<file path="src/design/gdd_pkg.sv">
`default_nettype none

package gdd_pkg;

  localparam int unsigned YEAR_W  = 14;
  localparam int unsigned MONTH_W = 4;
  localparam int unsigned DAY_W   = 5;
  localparam int unsigned DNUM_W  = 23;
  localparam int unsigned COUNT_W = 23;

  // floor(x / 100) == (x * RECIP_100) >> RECIP_SHIFT for every x below 43699
  localparam int unsigned  PROD_W      = 28;
  localparam logic [12:0]  RECIP_100   = 13'd5243;
  localparam int unsigned  RECIP_SHIFT = 19;

  localparam logic [DNUM_W-1:0]  DAYS_PER_YEAR = DNUM_W'(365);
  localparam logic [COUNT_W-1:0] COUNT_MAX     = 23'h3F_FFFF;
  localparam logic [COUNT_W-1:0] COUNT_BEFORE  = '1;
  localparam logic [MONTH_W-1:0] MONTH_MAR     = 4'd3;

  typedef logic [DNUM_W-1:0]  dnum_t;
  typedef logic [COUNT_W-1:0] count_t;

  typedef struct packed {
    logic [YEAR_W-1:0]  year;
    logic [MONTH_W-1:0] month;
    logic [DAY_W-1:0]   day;
  } date_t;

  // Days in the year before the first of the month; month zero acts as
  // January and months past December act as December.
  function automatic logic [8:0] days_before_month(input logic [MONTH_W-1:0] month);
    logic [8:0] days;
    case (month)
      4'd0, 4'd1: days = 9'd0;
      4'd2:       days = 9'd31;
      4'd3:       days = 9'd59;
      4'd4:       days = 9'd90;
      4'd5:       days = 9'd120;
      4'd6:       days = 9'd151;
      4'd7:       days = 9'd181;
      4'd8:       days = 9'd212;
      4'd9:       days = 9'd243;
      4'd10:      days = 9'd273;
      4'd11:      days = 9'd304;
      default:    days = 9'd334;
    endcase
    return days;
  endfunction

endpackage

`default_nettype wire

</file>
<file path="src/design/gdd_day_number.sv">
`default_nettype none

module gdd_day_number
  import gdd_pkg::*;
(
  input  date_t date,
  output dnum_t dnum
);

  logic [YEAR_W:0]   y_p3;
  logic [YEAR_W:0]   y_p99;
  logic [YEAR_W:0]   y_p399;
  logic [PROD_W-1:0] p99;
  logic [PROD_W-1:0] p399;
  logic [PROD_W-1:0] py;
  logic [12:0]       leaps4;
  logic [7:0]        q100;
  logic [5:0]        q400;
  logic [7:0]        qy;
  logic [YEAR_W-1:0] hund;
  logic [12:0]       leaps;
  logic              leap;
  logic [DNUM_W-1:0] y365;

  // Leap years before this one: ceil(y/4) - ceil(y/100) + ceil(y/400)
  assign y_p3   = {1'b0, date.year} + (YEAR_W+1)'(3);
  assign y_p99  = {1'b0, date.year} + (YEAR_W+1)'(99);
  assign y_p399 = {1'b0, date.year} + (YEAR_W+1)'(399);

  assign p99  = PROD_W'(y_p99) * PROD_W'(RECIP_100);
  assign p399 = PROD_W'(y_p399) * PROD_W'(RECIP_100);
  assign py   = PROD_W'(date.year) * PROD_W'(RECIP_100);

  assign leaps4 = y_p3[YEAR_W:2];
  assign q100   = p99[RECIP_SHIFT+7:RECIP_SHIFT];
  assign q400   = p399[RECIP_SHIFT+7:RECIP_SHIFT+2];
  assign leaps  = leaps4 - 13'(q100) + 13'(q400);

  // Leap test: divisible by 4, and not a century unless the century count is a multiple of 4
  assign qy   = py[RECIP_SHIFT+7:RECIP_SHIFT];
  assign hund = YEAR_W'({qy, 6'b0}) + YEAR_W'({qy, 5'b0}) + YEAR_W'({qy, 2'b0});
  assign leap = (date.year[1:0] == 2'b00) && ((date.year != hund) || (qy[1:0] == 2'b00));

  assign y365 = DNUM_W'(date.year) * DAYS_PER_YEAR;

  assign dnum = y365 + DNUM_W'(leaps) + DNUM_W'(days_before_month(date.month))
              + DNUM_W'(date.day) + DNUM_W'(leap && (date.month >= MONTH_MAR));

endmodule

`default_nettype wire

</file>
<file path="src/design/gdd_diff.sv">
`default_nettype none

module gdd_diff
  import gdd_pkg::*;
(
  input  date_t  start_date,
  input  date_t  end_date,
  input  dnum_t  start_num,
  input  dnum_t  end_num,
  output count_t count
);

  logic          end_first;
  logic [DNUM_W:0] diff;

  assign end_first = (end_date.year < start_date.year)
               || ((end_date.year == start_date.year)
                   && ((end_date.month < start_date.month)
                       || ((end_date.month == start_date.month)
                           && (end_date.day < start_date.day))));

  assign diff = {1'b0, end_num} - {1'b0, start_num};

  // -1 if end is first; clamp big spans; negatives from odd day numbers pass as is
  always_comb begin
    if (end_first) begin
      count = COUNT_BEFORE;
    end else if (!diff[DNUM_W] && diff[DNUM_W-1]) begin
      count = COUNT_MAX;
    end else begin
      count = diff[COUNT_W-1:0];
    end
  end

endmodule

`default_nettype wire

</file>
<file path="src/design/gregorian_day_difference.sv">
`default_nettype none

// Gregorian day difference.
//
// Input channel: one word carries a start date and an end date, each as
// year, month and day. A word is taken on a rising edge of clk with
// in_valid high and in_stall low.
// Result channel: one word per input word, out_day_count, the signed number
// of days from start to end, -1 when the end date comes before the start
// date, clamped to 4194303 for spans beyond the field.
// out_valid rises as the word moves from the input to the result stage.
// Throughput: one word per cycle while the result side drains; the two
// registered stages (input and result) each hold one word.
// Reset (rst_n low at a clock edge) empties both stages; no result is shown
// afterwards until a new word arrives.
// When the receiver holds out_stall, the result word stays put, the input
// stage still fills once, and in_stall rises only when both stages are full.

module gregorian_day_difference
  import gdd_pkg::*;
(
  input  wire                       clk,
  input  wire                       rst_n,

  input  wire                       in_valid,
  output logic                      in_stall,
  input  wire  [YEAR_W-1:0]         in_start_year,
  input  wire  [MONTH_W-1:0]        in_start_month,
  input  wire  [DAY_W-1:0]          in_start_day,
  input  wire  [YEAR_W-1:0]         in_end_year,
  input  wire  [MONTH_W-1:0]        in_end_month,
  input  wire  [DAY_W-1:0]          in_end_day,

  output logic                      out_valid,
  input  wire                       out_stall,
  output logic signed [COUNT_W-1:0] out_day_count
);

  logic   in_valid_r;
  date_t  start_r;
  date_t  end_r;
  logic   out_valid_r;
  count_t count_r;
  count_t count_nxt;
  dnum_t  start_num;
  dnum_t  end_num;
  logic   out_adv;
  logic   in_adv;

  // Advance each stage when it is empty or the stage after it moves on
  assign out_adv  = !out_valid_r || !out_stall;
  assign in_adv   = !in_valid_r || out_adv;
  assign in_stall = !in_adv;

  always_ff @(posedge clk) begin
    if (!rst_n) begin
      in_valid_r <= 1'b0;
    end else if (in_adv) begin
      in_valid_r <= in_valid;
    end
  end

  // Capture the incoming word
  always_ff @(posedge clk) begin
    if (in_adv && in_valid) begin
      start_r <= '{year: in_start_year, month: in_start_month, day: in_start_day};
      end_r   <= '{year: in_end_year, month: in_end_month, day: in_end_day};
    end
  end

  gdd_day_number u_start_num (
    .date (start_r),
    .dnum (start_num)
  );

  gdd_day_number u_end_num (
    .date (end_r),
    .dnum (end_num)
  );

  gdd_diff u_diff (
    .start_date (start_r),
    .end_date   (end_r),
    .start_num  (start_num),
    .end_num    (end_num),
    .count      (count_nxt)
  );

  always_ff @(posedge clk) begin
    if (!rst_n) begin
      out_valid_r <= 1'b0;
    end else if (out_adv) begin
      out_valid_r <= in_valid_r;
    end
  end

  // Hold the result while the receiver stalls
  always_ff @(posedge clk) begin
    if (out_adv && in_valid_r) begin
      count_r <= count_nxt;
    end
  end

  assign out_valid     = out_valid_r;
  assign out_day_count = $signed(count_r);

endmodule

`default_nettype wire

</file>
<file path="config.mk">
export PLATFORM = sky130hd
export DESIGN_NAME = gregorian_day_difference
export DESIGN_NICKNAME = d
export VERILOG_FILES = /design/src/design/gdd_pkg.sv /design/src/design/gdd_day_number.sv /design/src/design/gdd_diff.sv /design/src/design/gregorian_day_difference.sv
export SDC_FILE = /design/constraint.sdc
export NUM_CORES = 2
export LEC_CHECK = 0
export ABC_AREA = 1
export BUFFER_PORTS_ARGS = -buffer_cell sky130_fd_sc_hd__buf_2
export CAP_MARGIN = 15
export CORE_MARGIN = 2
export CORE_UTILIZATION = 41
export CTS_CLUSTER_SIZE = 24
export DETAILED_ROUTE_END_ITERATION = 8
export PLACE_DENSITY_LB_ADDON = 0.15
export SLEW_MARGIN = 20
export SYNTH_ARGS = -nofsm -noshare
export SYNTH_HDL_FRONTEND = slang
export SYNTH_SLANG_ARGS = --single-unit
</file>
<file path="constraint.sdc">
create_clock -name clk -period 12.21 [get_ports clk]
set_clock_uncertainty 0.05 [all_clocks]
set_input_delay 3.0525 -clock clk [delete_from_list [all_inputs] [get_ports clk]]
set_output_delay 3.0525 -clock clk [all_outputs]
set_load 0.02 [all_outputs]
</file>
==> results.md <==
* Status: complete, no violations
* Post-route ant nets at 0
* CTS tree: done
* Number of flops mapped to enable cells by yosys at 69
* Core Util, Final at 0.524
* Max-slew violation count at 0
* Slew @ Worst Pin at 1040 ps
* Endpoints failing hold at 0
* Yosys reg bits at 89
* Synth warn at 0
* Synthesized Nets at 5976
* Commonest cells after routing, fill and taps aside: 1290 x inv_1, 782 x ha_1, 684 x buf_4, 517 x fa_1, 458 x nand2_1
* CP startpoint kind: flip-flop
* Synth Area per Inst at 8.47 µm²
* Rel. slew slack at 0.305
* Synthesis-to-finish area growth at 27.2%
* HP Class: reg2reg
* I/O Buffers at 74
* # IOs at 75
* Remaining DRCs at 0
* Pin count of the biggest net entering global routing at 34
* CTS HTree Levels at 3
* Setup TNS at 0 ps
* Most used cell, CP: fa_1
* Routability cong. at 0.910
* Period utilisation layout at 0.999
* Vias in the first global route at 31.9k
* Slowest-stage cell, CP: fa_1
* F_max at 82.0 MHz
* Hpwl dp at 96300 µm
* Clock Pin Slew Worst Setup and Hold Paths at 80 ps
* WP data arrival at 12250 ps
* Row count at 112
* Layout cells sized above 1 at 0.248
* Top FF cell, synth: edfxtp_1
* First-pass GRT wire length at 173000 µm
* WL/cell at 16.6 µm
* RSZ-0062 raised after global routing: yes
* Delay of the slowest critical-path stage at 520 ps
* Final worst path period need at 12200 ps
* Post-Syn Area at 0.0383 mm²
* Distinct cells, synth at 62
* Final net count at 6781
* Most common cell after layout, fill and taps aside: inv_1
* Ys async rst share at 0
* Critical Path RT at 12260 ps
* Critical Path Sink Type: flip-flop
* Seq/Total Area, Yosys at 0.0646
* Crit-path max FO at 5
* Gr ovfl total at 0
* Core region area at 0.0929 mm²
* Max-cap viol count at 0
* Via count at 30.9k
* Non-filler instance count after layout at 6588
* Drt pass-1 iters at 5
* Antenna violations before repair at 4
* Hold buffers post-CTS at 0
* DRT iter0 DRCs at 1395
* TritonCTS buffer count at 9
* Max clock buf depth at 2
* Clk sinks at 89
* Placed cells at 6473
* Root Driver: clkbuf_16
* Vias/cell at 4.70
* Final wirelength at 109000 µm
* Final setup vio count at 0
* CP Class: reg2reg
* Initial Utilization at 0.412
* Syn Inst Count at 4522
* Die ar. at 0.0958 mm²
* Gr usage total at 0.234
* Worst skew pair latency at 400 ps
* Die height at 310 µm
* Die X at 310 µm
-- critical path, delay by kind of cell, from the launching register on --
kind	cells	cell delay (ps)
DFF	1	500
buffers and inverters	20	2000
adders and majority gates	15	6180
AOI/OAI and AO/OA	5	600
and+or+nand+nor	20	1940
xor gates and xnor gates	4	620
-- cell families after synthesis --
| group | after synthesis | share of synthesized area |
|---|---|---|
| buffers and inverters | 1362 | 0.134 |
| AO/OA/AOI/OAI | 476 | 0.0731 |
| flip-flops | 89 | 0.0646 |
| AND/OR/NAND/NOR | 965 | 0.109 |
| adder cells (fa/ha/maj) | 1404 | 0.563 |
| XOR/XNOR | 226 | 0.0557 |
-- per-layer routing --
metal	vias to the layer above	GRT usage	routed length [µm]
li1	15600	-	-
met1	14900	0.348	54500
met2	419	0.374	49200
met3	64	0.0230	4100
met4	2	0.0325	1560
met5	-	0	13
-- per-stage QoR --
stage | instance area [µm²] | hold slack (ps) | worst slack [ps]
after floorplan | 38300 | 420 | 8.16
after global placement | 45000 | 487 | -494
after detailed placement | 45000 | 494 | -588
after global routing | 48700 | 524 | -527
after CTS | 46700 | 506 | 2.30
final | 48700 | 499 | 10.2
-- cell usage after synthesis, types with 40 or more instances --
library cell	number	area (µm²)
xnor2_1	57	499
a21oi_1	230	1150
o21ai_0	91	455
inv_1	1337	5020
nand2_1	512	1920
fa_1	531	10600
nand3_1	126	631
nor3_1	41	205
ha_1	873	10900
nor2_1	183	687
xor2_1	157	1380
nand4_1	40	250
edfxtp_1	69	2070
-- what timing repair did --
item | 4_1_cts | 5_1_grt
cloned | 1 | 1
setup buffers | 46 | 52
endpoints found under the setup margin | 23 | 23
pin swaps | 118 | 170
resized for setup | 212 | 337
-- cell type report --
| type | count | area [µm²] |
|---|---|---|
| Tap cell | 1254 | 1570 |
| Sequential cell | 89 | 2470 |
| Timing Repair Buffer | 801 | 6030 |
| Clock inverter | 6 | 50.0 |
| Multi-Input combinational cell | 3071 | 33200 |
| Fill cell | 8910 | 44200 |
| Inverter | 1355 | 5100 |
| Clock buffer | 10 | 229 |
| Antenna cell | 2 | 5.00 |
-- final timing paths --
path	start	endpoint	slack (ps)	cells past startpoint
max reg2reg	start_r[11]$_DFFE_PP_	out_day_count[19]$_SDFFCE_PP1P_	10	64
min	in_valid_r$_SDFFE_PN0N_	out_valid$_SDFFE_PN0P_	500	2
min reg2reg	in_valid_r$_SDFFE_PN0N_	out_valid$_SDFFE_PN0P_	500	2
max	start_r[11]$_DFFE_PP_	out_day_count[19]$_SDFFCE_PP1P_	10	64
Power is not shown: default switching activity piles up to over one toggle a cycle in this logic, so the estimate is an artifact.
